### config.mk
export PLATFORM = sky130hd
export DESIGN_NAME = lsc_queue
export DESIGN_NICKNAME = d
export VERILOG_FILES = /design/src/rtl/lsc_pkg.sv /design/src/rtl/lsc_queue.sv
export SDC_FILE = /design/constraint.sdc
export NUM_CORES = 1
export LEC_CHECK = 0
export ABC_AREA = 1
export BUFFER_PORTS_ARGS = -buffer_cell sky130_fd_sc_hd__buf_4
export CAP_MARGIN = 20
export CORE_UTILIZATION = 30
export DETAILED_ROUTE_END_ITERATION = 6
export GPL_TIMING_DRIVEN = 0
export HOLD_SLACK_MARGIN = 0.03
export SLEW_MARGIN = 40
export SYNTH_ARGS = -nofsm -noshare
export SYNTH_HDL_FRONTEND = slang
export SYNTH_SLANG_ARGS = --single-unit
### constraint.sdc
create_clock -name i_clk -period 3.9 [get_ports i_clk]
set_input_delay 0.195 -clock i_clk [delete_from_list [all_inputs] [get_ports i_clk]]
set_output_delay 0.195 -clock i_clk [all_outputs]
set_load 0.005 [all_outputs]
### src/rtl/lsc_pkg.sv
// Shared constants and types of the LRU cache tag store unit.
// No dependencies; every other file but the assertion macro header imports it.
package lsc_pkg;

    localparam int MAX_SET_BITS_DEF = 8;
    localparam int MAX_WAYS_DEF     = 8;
    localparam int TAG_W            = 31;
    localparam int ADDR_W           = 32;
    localparam int CNT_W            = 32;
    localparam int CFG_DATA_W       = 5;
    localparam int CFG_IDX_W        = 2;
    localparam int QUEUE_DEPTH      = 2;

    localparam logic [1:0] CMD_MODIFY = 2'd2;

    localparam logic [1:0] OUT_HIT   = 2'd0;
    localparam logic [1:0] OUT_MISS  = 2'd1;
    localparam logic [1:0] OUT_EVICT = 2'd2;

    localparam logic [CFG_IDX_W-1:0] REG_SET_BITS   = 2'd0;
    localparam logic [CFG_IDX_W-1:0] REG_WAY_COUNT  = 2'd1;
    localparam logic [CFG_IDX_W-1:0] REG_BLOCK_BITS = 2'd2;

    localparam logic [CNT_W-1:0] CNT_MAX = '1;

    // Geometry in use, already clamped into range.
    typedef struct packed {
        logic [3:0] set_bits;
        logic [3:0] way_count;
        logic [4:0] block_bits;
    } t_cfg;

endpackage

### src/rtl/lsc_queue.sv
// Short FIFO of classified accesses between front and back end.
// Depends on lsc_pkg.
module lsc_queue #(
    parameter int W = 40
) (
    input  logic         i_clk,
    input  logic         i_rst_n,
    input  logic         i_push,
    input  logic [W-1:0] i_data,
    input  logic         i_pop,
    output logic [W-1:0] o_head,
    output logic         o_full,
    output logic         o_empty
);
    import lsc_pkg::*;

    localparam int PTR_W = (QUEUE_DEPTH > 1) ? $clog2(QUEUE_DEPTH) : 1;
    localparam int CNT_W_Q = $clog2(QUEUE_DEPTH + 1);

    logic [W-1:0]       r_mem [QUEUE_DEPTH];
    logic [PTR_W-1:0]   r_wp;
    logic [PTR_W-1:0]   r_rp;
    logic [CNT_W_Q-1:0] r_cnt;
    logic [PTR_W-1:0]   n_wp;
    logic [PTR_W-1:0]   n_rp;

    assign o_full  = (r_cnt == CNT_W_Q'(QUEUE_DEPTH));
    assign o_empty = (r_cnt == '0);
    assign o_head  = r_mem[r_rp];
    assign n_wp    = (r_wp == PTR_W'(QUEUE_DEPTH - 1)) ? '0 : r_wp + PTR_W'(1);
    assign n_rp    = (r_rp == PTR_W'(QUEUE_DEPTH - 1)) ? '0 : r_rp + PTR_W'(1);

    always_ff @(posedge i_clk) begin
        if (!i_rst_n) begin
            r_wp  <= '0;
            r_rp  <= '0;
            r_cnt <= '0;
        end else begin
            if (i_push) begin
                r_wp <= n_wp;
            end
            if (i_pop) begin
                r_rp <= n_rp;
            end
            if (i_push && !i_pop) begin
                r_cnt <= r_cnt + CNT_W_Q'(1);
            end else if (i_pop && !i_push) begin
                r_cnt <= r_cnt - CNT_W_Q'(1);
            end
        end
    end

    always_ff @(posedge i_clk) begin
        if (i_push) begin
            r_mem[r_wp] <= i_data;
        end
    end

endmodule

# [After elaboration in Yosys (flattened, before gate mapping)]
# Memories as Yosys holds them, arrays and structs flattened. A register that Yosys moved wholly into a read port is not among the register bits.
# Cells that the tools add are included.
[word_totals] reg_bits=4 ramBits=80 input_bits=44 out_inout_bits=42 elab_cells=23 memories=1
[classes] n_addsub=4 eq_ne=1 muxes=8 n_reduce_logical=6
[memory_table] name="r_mem" depth=2 width=40 rd=1 rd_clocked_by_memory_dff=1 write_ports=1 line="lsc_queue.sv:20" rtl="logic [W-1:0] r_mem [QUEUE_DEPTH];"
[op_table] operator="$mux 1" count=6
[op_table] operator="$mux 2" count=2
[op_table] operator="$add 1x1->1 const B" count=2
[op_table] operator="$add 2x1->2 const B" count=1
[op_table] operator="$eq 2x2->1 const B" count=1
[op_table] operator="$logic_and 1x1->1" count=2
[op_table] operator="$logic_not 1->1" count=2
[op_table] operator="$logic_not 2->1" count=1
[op_table] operator="$reduce_bool 2->1" count=1
[op_table] operator="$sub 2x1->2 const B" count=1

# [Longest topological paths before layout]
[logic_depth] ltp_word=4 ltp_mapped=8 ltp_nobuf=8

# [Least setup slack after synthesis]
# No wires, ideal clock.
[synth_timing] path_type="reg-to-reg" start="register r_wp" end="memory r_mem[0][0], enable pin" setup_ns=0.438 arrival_ns=2.006 t_required_ns=3.462 setup_slack_ns=1.456 stages_incl_launch_ff=2 path_buffers=0 period_less_slack_ns=2.444 cell_sequence="dfxtp_1 -> nor2_1"
[synth_lines] element="start, declared" line="lsc_queue.sv:21" rtl="logic [PTR_W-1:0] r_wp;"
[synth_lines] element="start signal, assigned" line="lsc_queue.sv:40" rtl="r_wp <= n_wp;"
[synth_lines] element="end, declared" line="lsc_queue.sv:20"
# Straight into the memory's write port.

==> impl_metrics.toml <==
[synthesis]
seq_area_frac_synth_pct = 80.06
yosys.area.top_type = "edfxtp_1"
synth.distinct_cells = 12
ys_seq_elements = 85
syn_nets = 204
syn-cell-area_um2 = 3125
yosysWarnings = 0
yosysTopAreaCellShare_pct = 76.86
ys_top_cells_by_area = "edfxtp_1 (77%), mux2_2 (14%), dfxtp_1 (3.2%), buf_6 (1.4%), nor2_1 (1.1%)"
synth_area_per_cell_um2 = 19.66
syn_inst = 159

[status]
status = "finished clean"

[min_path]
min_to = "r_wp"
hold_class = "primary input to register"
min_from = "i_push"
hold_depth = 3

[global_route]
antenna_found_initial = 0
groute.usage.overall_pct = 11.49
grt_pass1_wl_mm = 9.321
grt_max_degree = 25
first_global_vias = 1918
grt-ovfl-total = 0

[sta]
max_freq_mhz = 590.9
slew_headroom_pct = 80.46
rsz0062_at_grt = "false"
final.setup.tns_ns = 0
final-hold-violation-count = 0
final.setup_skew_ns = 0.006158
finalMaxSlewViolations = 0
setup_viol = 0
min_period_ns = 1.692
post-route-period-util_pct = 43.39
tightest_slew_ns = 0.2925

[setup_path]
end_kind = "primary output"
slowest_delay_ns = 0.46
cp.required_ns = 3.70
critPathArrivalTime_ns = 1.50
critPathKind = "register to primary output"
r2r_cells = 3
worstSetupStartpointType = "register"
reg2reg_setup_slack_ns = 2.61
r2r-end = "r_mem[1][35]"
r2r_start = "r_wp"
slowest_stage = "dfxtp_1"
crit_fanout = 10
path_cells = "buf_6, mux2_2, buf_4"

[clocking]
htree_levels = 3
cts_sinks = 85
cts_root_buffer = "clkbuf_8"
post_cts_buffers = 0
clockBufferDepth = 2
cts_tree = "built"
cts_inserted_buffers = 9
cts.clk_slew.worst_paths_ns = 0.07
insertion_delay_ns = 0.35

[final_layout]
fin_nets = 343
mostFrequentLayoutCell = "buf_4"
post-route-util_pct = 45.75
syn2layout_area_growth_pct = 45.72
mostFrequentLayoutCells = "buf_4 (85), edfxtp_1 (80), mux2_2 (40), dlygate4sd3_1 (40), clkbuf_8 (9)"
diodes = 0
fin_cells = 436
drive_above_1_share_pct = 47.52

[floorplanning]
io_pins = 86
die_w_um = 104.1
core_area_um2 = 9955
initial_utilization_pct = 31.40
die_h_um = 104.1
die_area_um2 = 10830
rows = 36

[route]
firstDrtPassIters = 4
vias = 1803
drtIter0Drc = 45
via_per_inst = 4.135
routedWlPerCell_um = 13.02
drc = 0
routed_wl_mm = 5.678
antenna_left = 0

[run]
drv_cap = 0

[placement]
io_buffers = 85
globalplace.congestion = 0.6302
dp_cells = 380
hpwl_mm = 3.561

[power]
leakage_nw = 1.738
peakVddDrop_mv = 0.1562
power_density_nw_per_um2 = 400.0
==> flip-flops by register name, indices dropped and copies added (netlist names), named ones only <==
signal and count:
r_cnt 2, r_mem 80, r_rp 1, r_wp 1
==> how the worst max path moves through the flow <==
stage	slack, ns	depth (start not counted)	to
2_1_floorplan	1.46	1	r_mem[0][0]
3_5_place_dp	2.54	3	o_head[9]
5_1_grt	2.10	3	o_head[36]
3_3_place_gp	0.23	3	r_mem[0][4]
4_1_cts	2.13	3	o_head[9]
6_report	2.21	3	o_head[9]
==> repair_timing <==
item / CTS / global route
resized for setup: 0 / 0
hold buffers: 40 / 0
hold endpoints to repair: 80 / 0
==> layer usage <==
layer	share of wire (%)	vias up	global-route usage [%]
met5	0	-	0
met4	1.8	0	5.510
met3	5.1	10	4.511
met2	50	48	18.76
met1	43	868	13.18
li1	-	877	-
==> synthesized netlist by cell type <==
cell type	instances
a21oi_1	1
buf_6	4
dfxtp_1	5
edfxtp_1	80
ha_1	1
inv_1	8
mux2_2	40
nand2_1	8
nand3_1	1
nand4_1	1
nor2_1	9
o21ai_0	1
==> power by group <==
group	total (mW)	switching (mW)	internal [mW]
clock	0.507	0.280	0.227
combinational	0.249	0.0939	0.155
sequential	1.07	0.0136	1.05
==> through the flow <==
step | hold slack [ns] | total power [mW] | worst slack, ns | area (um2)
2_1_floorplan | 0.2939 | 1.176 | 1.456 | 3126
3_3_place_gp | 0.3797 | 1.295 | 0.2343 | 3930
3_5_place_dp | 0.3824 | 1.309 | 2.537 | 4003
4_1_cts | 0.07131 | 1.858 | 2.134 | 4554
5_1_grt | 0.07492 | 1.908 | 2.101 | 4554
6_report | 0.09339 | 1.822 | 2.208 | 4554
==> worst max-delay path, delay by kind of cell, from the launching register on <==
kind	cells	cell delay (ns)
flops	1	0.46
mux	1	0.35
buf+inv	2	0.34
==> cell type report <==
cell class,instances,area (um2)
fillers,894,5400
well taps,133,166.4
clock inverters,3,12.51
inverters,8,32.53
flip-flops and latches,85,2502
plain buffers,4,45.04
clock buffers,13,138.9
multi-input cells,62,555.5
repair buffers,128,1101
==> cell families after synthesis <==
group	Yosys count	synth area share (%)
adder cells (fa/ha/maj)	1	0.4003
AO/OA/AOI/OAI	2	0.3199
AND/OR/NAND/NOR	19	2.402
buffers and inverters	12	2.402
flip-flops	85	80.06
multiplexers	40	14.41
Power figures use the tool's default switching activity.
