==> src/rtl/lsc_pkg.sv <==
// Shared constants and types of the LRU cache tag store unit.
// No dependencies; every other file but the assertion macro header imports it.
package lsc_pkg;

    localparam int MAX_SET_BITS_DEF = 8;
    localparam int MAX_WAYS_DEF     = 8;
    localparam int TAG_W            = 31;
    localparam int ADDR_W           = 32;
    localparam int CNT_W            = 32;
    localparam int CFG_DATA_W       = 5;
    localparam int CFG_IDX_W        = 2;
    localparam int QUEUE_DEPTH      = 2;

    localparam logic [1:0] CMD_MODIFY = 2'd2;

    localparam logic [1:0] OUT_HIT   = 2'd0;
    localparam logic [1:0] OUT_MISS  = 2'd1;
    localparam logic [1:0] OUT_EVICT = 2'd2;

    localparam logic [CFG_IDX_W-1:0] REG_SET_BITS   = 2'd0;
    localparam logic [CFG_IDX_W-1:0] REG_WAY_COUNT  = 2'd1;
    localparam logic [CFG_IDX_W-1:0] REG_BLOCK_BITS = 2'd2;

    localparam logic [CNT_W-1:0] CNT_MAX = '1;

    // Geometry in use, already clamped into range.
    typedef struct packed {
        logic [3:0] set_bits;
        logic [3:0] way_count;
        logic [4:0] block_bits;
    } t_cfg;

endpackage

==> src/rtl/lsc_req_if.sv <==
// Request channel: one access item (command and byte address).
// Depends on lsc_pkg.
interface lsc_req_if;
    import lsc_pkg::*;

    logic              valid;
    logic              ready;
    logic [1:0]        command;
    logic [ADDR_W-1:0] address;

    modport source (output valid, output command, output address, input ready);
    modport sink   (input valid, input command, input address, output ready);
endinterface

==> src/rtl/lsc_front.sv <==
// Front end: accepts request items and splits the address into set and tag.
// Depends on lsc_pkg and lsc_req_if.
module lsc_front #(
    parameter int MAX_SET_BITS = lsc_pkg::MAX_SET_BITS_DEF
) (
    lsc_req_if.sink                         i_req,
    input  lsc_pkg::t_cfg                   i_cfg,
    input  logic                            i_q_full,
    output logic                            o_push,
    output logic [MAX_SET_BITS+lsc_pkg::TAG_W:0] o_job
);
    import lsc_pkg::*;

    logic [ADDR_W-1:0]       w_set_sh;
    logic [ADDR_W-1:0]       w_tag_full;
    logic [5:0]              w_tag_amt;
    logic [MAX_SET_BITS-1:0] w_set_mask;
    logic [MAX_SET_BITS-1:0] w_set;
    logic [TAG_W-1:0]        w_tag;
    logic                    w_modify;

    always_comb begin
        w_set_sh   = i_req.address >> i_cfg.block_bits;
        w_set_mask = ~({MAX_SET_BITS{1'b1}} << i_cfg.set_bits);
        w_set      = w_set_sh[MAX_SET_BITS-1:0] & w_set_mask;
        w_tag_amt  = {1'b0, i_cfg.block_bits} + {2'b00, i_cfg.set_bits};
        w_tag_full = i_req.address >> w_tag_amt;
        w_tag      = w_tag_full[TAG_W-1:0];
        // an unknown command acts as a plain load
        w_modify   = (i_req.command == CMD_MODIFY);
    end

    assign i_req.ready = !i_q_full;
    assign o_push      = i_req.valid && !i_q_full;
    assign o_job       = {w_modify, w_tag, w_set};

endmodule

==> src/flat_wrapper.sv <==
// flat-port wrapper written by rule: the top's interface ports become plain ports
module lsc_front_flat import lsc_pkg::*;
#(
    parameter int MAX_SET_BITS = lsc_pkg::MAX_SET_BITS_DEF
)
  (i_cfg, i_q_full, o_push, o_job, i_req_valid, i_req_command, i_req_address, i_req_ready);
  lsc_req_if i_req_i ();
  input  lsc_pkg::t_cfg i_cfg;
  input  logic i_q_full;
  output logic o_push;
  output logic [MAX_SET_BITS+lsc_pkg::TAG_W:0] o_job;
  input wire logic [$bits(i_req_i.valid)-1:0] i_req_valid;
  input wire logic [$bits(i_req_i.command)-1:0] i_req_command;
  input wire logic [$bits(i_req_i.address)-1:0] i_req_address;
  output wire logic [$bits(i_req_i.ready)-1:0] i_req_ready;
  assign i_req_i.valid = i_req_valid;
  assign i_req_i.command = i_req_command;
  assign i_req_i.address = i_req_address;
  assign i_req_ready = i_req_i.ready;
  lsc_front #(.MAX_SET_BITS(MAX_SET_BITS)) u_core (.i_req(i_req_i), .i_cfg(i_cfg), .i_q_full(i_q_full), .o_push(o_push), .o_job(o_job));
endmodule
==> config.mk <==
export PLATFORM = sky130hd
export DESIGN_NAME = lsc_front_flat
export DESIGN_NICKNAME = d
export VERILOG_FILES = /design/src/rtl/lsc_pkg.sv /design/src/rtl/lsc_req_if.sv /design/src/rtl/lsc_front.sv /design/src/flat_wrapper.sv
export SDC_FILE = /design/constraint.sdc
export NUM_CORES = 1
export LEC_CHECK = 0
export ABC_CLOCK_PERIOD_IN_PS = 2600
export BUFFER_PORTS_ARGS = -buffer_cell sky130_fd_sc_hd__buf_2
export CORE_UTILIZATION = 32
export DETAILED_ROUTE_END_ITERATION = 8
export SYNTH_ARGS = -nofsm -noshare
export SYNTH_HDL_FRONTEND = slang
export SYNTH_SLANG_ARGS = --single-unit
==> constraint.sdc <==
create_clock -name vclk -period 2.6
set_clock_uncertainty 0.1 [all_clocks]
set_input_delay 0.13 -clock vclk [all_inputs]
set_output_delay 0.13 -clock vclk [all_outputs]
set_load 0.01 [all_outputs]
# [Yosys cells after proc, flatten, opt, wreduce, memory -nomap -nowiden]
# Cells that the tools add are included.
[classes] addsub=1 mul=0 div=0 order_cmp=0 n_eq_ne=1 shifts=3 n_mux=0 bitwise=2 reduce_logical=2
[op_table] operator="right shift 32 x 5 -> 8 bit" count=1
[op_table] operator="right shift 32 x 6 -> 31 bit" count=1
[op_table] operator="AND 8 bit" count=1
[op_table] operator="inverter 8 bit" count=1
[op_table] operator="<< shifter 8 x 4 -> 8 bit, first input constant" count=1
[op_table] operator="adder 5 x 4 -> 6 bit" count=1
[op_table] operator="equality test 2 bit, second input constant" count=1
[op_table] operator="logical AND 1 bit" count=1
[op_table] operator="logical NOT 1 bit" count=1
[totals] ff_bits=0 latch_bits=0 ramBits=0 mem_bits_ro=0 input_bits=49 out_inout_bits=42 elab_cells=9 n_memories=0

# [Longest topological paths before layout]
[depth] ltp_word=3 ltp_mapped=13 mapped_depth_nobuf=9

# [Worst setup path before layout]
# No wires, ideal clock.
[synth_path] kind="input -> output" start="in i_cfg[1] in the netlist's numbering" end="out o_job[13] in the netlist's numbering" t_arrival_ps=2698 slack_ps=-328 path_stages=12 path_buffers=5 cell_sequence="buf_2 clkbuf_1 inv_1 fa_1 buf_2 buf_4 buf_2 nand3_1 o21ai_0 mux2i_1 o22a_1 a211oi_1"
[synth_between] elab_chain_len=2
[synth_rtl] item="start, declared" line_no="flat_wrapper.sv:8" source="input lsc_pkg::t_cfg i_cfg;"
[synth_rtl] item="adder 5 x 4 -> 6 bit" line_no="lsc_front.sv:26" source="w_tag_amt = {1'b0, i_cfg.block_bits} + {2'b00, i_cfg.set_bits};"
[synth_rtl] item="right shift 32 x 6 -> 31 bit" line_no="lsc_front.sv:27" source="w_tag_full = i_req.address >> w_tag_amt;"
[synth_rtl] item="end, declared" line_no="flat_wrapper.sv:11" source="output logic [MAX_SET_BITS+lsc_pkg::TAG_W:0] o_job;"
# No other way between the ends.

# [Final worst setup path]
[layout_path] start="in i_cfg[9] in the netlist's numbering" end="out o_job[12] in the netlist's numbering"
# Same word-level chain as after synthesis.

==> summary.txt <==
Run status
  • Status: finished, violations left
  • Failing checks: setup timing

Global routing
  • Global-route wire length before repair: 16,930 um
  • Initial antenna violation count: 0
  • Tot GR Track Use: 20.31%
  • Number of global-route vias before repair: 3,166
  • Total gr overflow: 0
  • Largest net degree at the start of global routing: 36

Timing
  • Count of final hold-check violations: 0
  • Worst slew pin tran: 0.5428 ns
  • Worst setup slack after layout: -0.04363 ns
  • Fin crit period: 2.644 ns
  • Final setup vio count: 3
  • Max-slew headroom: 63.63%
  • Final period utilization: 101.7%
  • Fin Setup TNS: -0.06415 ns
  • Fmax: 378.3 MHz
  • Pins Over Slew Limit: 0
  • RSZ-0062 raised after global routing: true

Die
  • Standard-cell rows: 36
  • Die Area: 10,610 um2
  • Core Region: 9819 um2
  • Die W: 103 um
  • Ports: 91
  • Chip height: 103 um
  • Starting Density: 33.24%

Critical path
  • Cell mode on critical path: mux4_2
  • Crit path kind: primary input to output port
  • Worst-path maximum fanout: 5
  • CP Capture Type: output port
  • Buffer and inverter count on the worst path: 4
  • Max stage delay on crit path: 0.69 ns
  • Critical Path RT: 2.37 ns
  • CP max stage cell: fa_2
  • Delay-heaviest family, CP: multiplexers
  • Worst setup SP type: primary input
  • Crit-path cells: buf_8 > ha_4 > inv_2 > fa_2 > clkbuf_16 > mux4_2 > mux4_2 > nand2b_1 > o21ai_1 > buf_2
  • Data arrival time of the critical path: 2.41 ns

Route
  • Number of remaining DRC errors: 0
  • DR vias/cell: 6.120
  • Vias: 3,672
  • DR pass1 iterations: 5
  • Routed Antenna Nets: 0
  • Post-DR wirelength/cell: 18.75 um
  • DR iter-0 viols: 401
  • Routed wire length: 11,250 um

Synth
  • Synth top area share: 39.33%
  • Multiplexer share of the synthesized area: 48.91%
  • Mapped cell area: 3264 um2
  • Post-Syn Instances: 387
  • Post-Synth Simple-Gate Area: 20.16%
  • Area leader, netlist: mux4_2
  • Sequential area share after synthesis: 0%
  • Avg Cell Area, Syn: 8.435 um2
  • Largest family of logic cells by synthesized area: multiplexers
  • Synthesis Warnings: 0
  • Compound-gate portion of the synthesized area: 18.24%
  • Synth area leaders: mux4_2, nand2_1, a21oi_1
  • Synthesized net count: 441
  • Yosys cell types: 51
  • Area share of fa/ha/maj cells after synthesis: 2.146%
  • XOR/XNOR Fraction of Synth Area: 2.146%

Power
  • Clock Power Share: 0%
  • Power Internal: 0.0007596 W
  • Switching share of total power: 54.00%
  • Maximum vdd drop: 0.2192 mV
  • NetSw: 0.0008917 W
  • Power per standard cell area: 397.3 nW/um2
  • Design Power: 0.001651 W
  • Leakage: 1.727 nW
  • Combinational share of power: 100.0%
  • Sequential power share: 0%

Place
  • Number of port buffers: 87
  • Hpwl dp: 8651 um
  • RePlAce Congestion: 0.9037
  • Placed insts: 592

Clocking
  • # hold bufs at CTS: 0

Worst hold path
  • Worst hold path class: primary input to output port

Final layout
  • Commonest non-fill, non-tap cell in the layout: buf_2
  • P&R area growth vs syn: 27.33%
  • Finished Layout Cells: 600
  • CLK BUF: 0
  • Commonest non-fill, non-tap cells in the layout: buf_2, nand2_1, mux4_2
  • Ant diodes: 0
  • Share of layout cells above drive strength 1: 47.11%
  • FF+latch area: 0 um2
  • Num sequential: 0
  • Final nets: 523

Flow run
  • Maxcap violations: 0
## cells by family after synthesis
kind of cell               after synthesis
and+or+nand+nor                        147
buffers and inverters                   50
AOI/OAI and AO/OA                       97
adders and majority gates                5
xor gates and xnor gates                 5
muxes                                   83
## final timing paths
| path | start | end | slack (ns) | cells after the start |
|---|---|---|---|---|
| setup / recovery | i_cfg[9] | o_job[12] | -0.04 | 10 |
| hold / removal | i_req_command[0] | o_job[39] | 0.39 | 3 |
## synth_stat cells, types with 3 or more instances
library cell / instances
a221oi_1: 3
buf_6: 3
nand2b_1: 4
nor3_1: 12
clkbuf_1: 16
nor2_1: 33
o21ai_1: 9
or2_1: 3
nand3_1: 5
a211oi_1: 13
a31oi_1: 5
o21ai_0: 4
mux2i_1: 20
nor2b_1: 5
buf_4: 8
o22ai_1: 5
mux4_1: 3
buf_2: 14
nand2_1: 72
mux4_2: 57
inv_1: 7
and3_1: 4
a21oi_1: 44
ha_1: 4
## power groups by stage
| stage | Combinational, W | Clock, W | Sequential [W] |
|---|---|---|---|
| after floorplan | 0.00104 | 0 | 0 |
| after global placement | 0.00149 | 0 | 0 |
| after detailed placement | 0.00151 | 0 | 0 |
| after CTS | 0.00152 | 0 | 0 |
| after global routing | 0.00179 | 0 | 0 |
| final | 0.00165 | 0 | 0 |
## layout make-up
cell class / count / area [um2]
fill: 999 / 5663
multi-input combinational: 337 / 3128
timing repair buffer: 122 / 832.0
tap: 133 / 166.4
inverter: 8 / 30.03
## per-layer routing
| layer | routed length [um] | part of all wire, % | GRT usage [%] |
|---|---|---|---|
| met1 | 4802 | 43 | 31.03 |
| met2 | 5291 | 47 | 32.77 |
| met3 | 1007 | 9.0 | 0.5424 |
| met4 | 146 | 1.3 | 2.817 |
| met5 | 0 | 0 | 0 |
## through the flow
step	util [%]	instance area, um2	setup slack (ns)	hold WS [ns]
after floorplan	-	3301	0.05599	0.2035
after global placement	40.05	3933	-0.007825	0.3875
after detailed placement	40.05	3933	-0.01452	0.3893
after CTS	40.10	3938	-0.004362	0.3899
after global routing	42.33	4156	-0.08717	0.4099
final	42.33	4156	-0.04363	0.3887
## what timing repair did
action	in CTS	in global routing
gates cloned	0	2
setup endpoints to repair	4	20
endpoints found under the hold margin	0	0
gates resized for setup	2	32
pin swaps	0	11
buffers inserted	0	6
(Power assumes the default switching activity.)
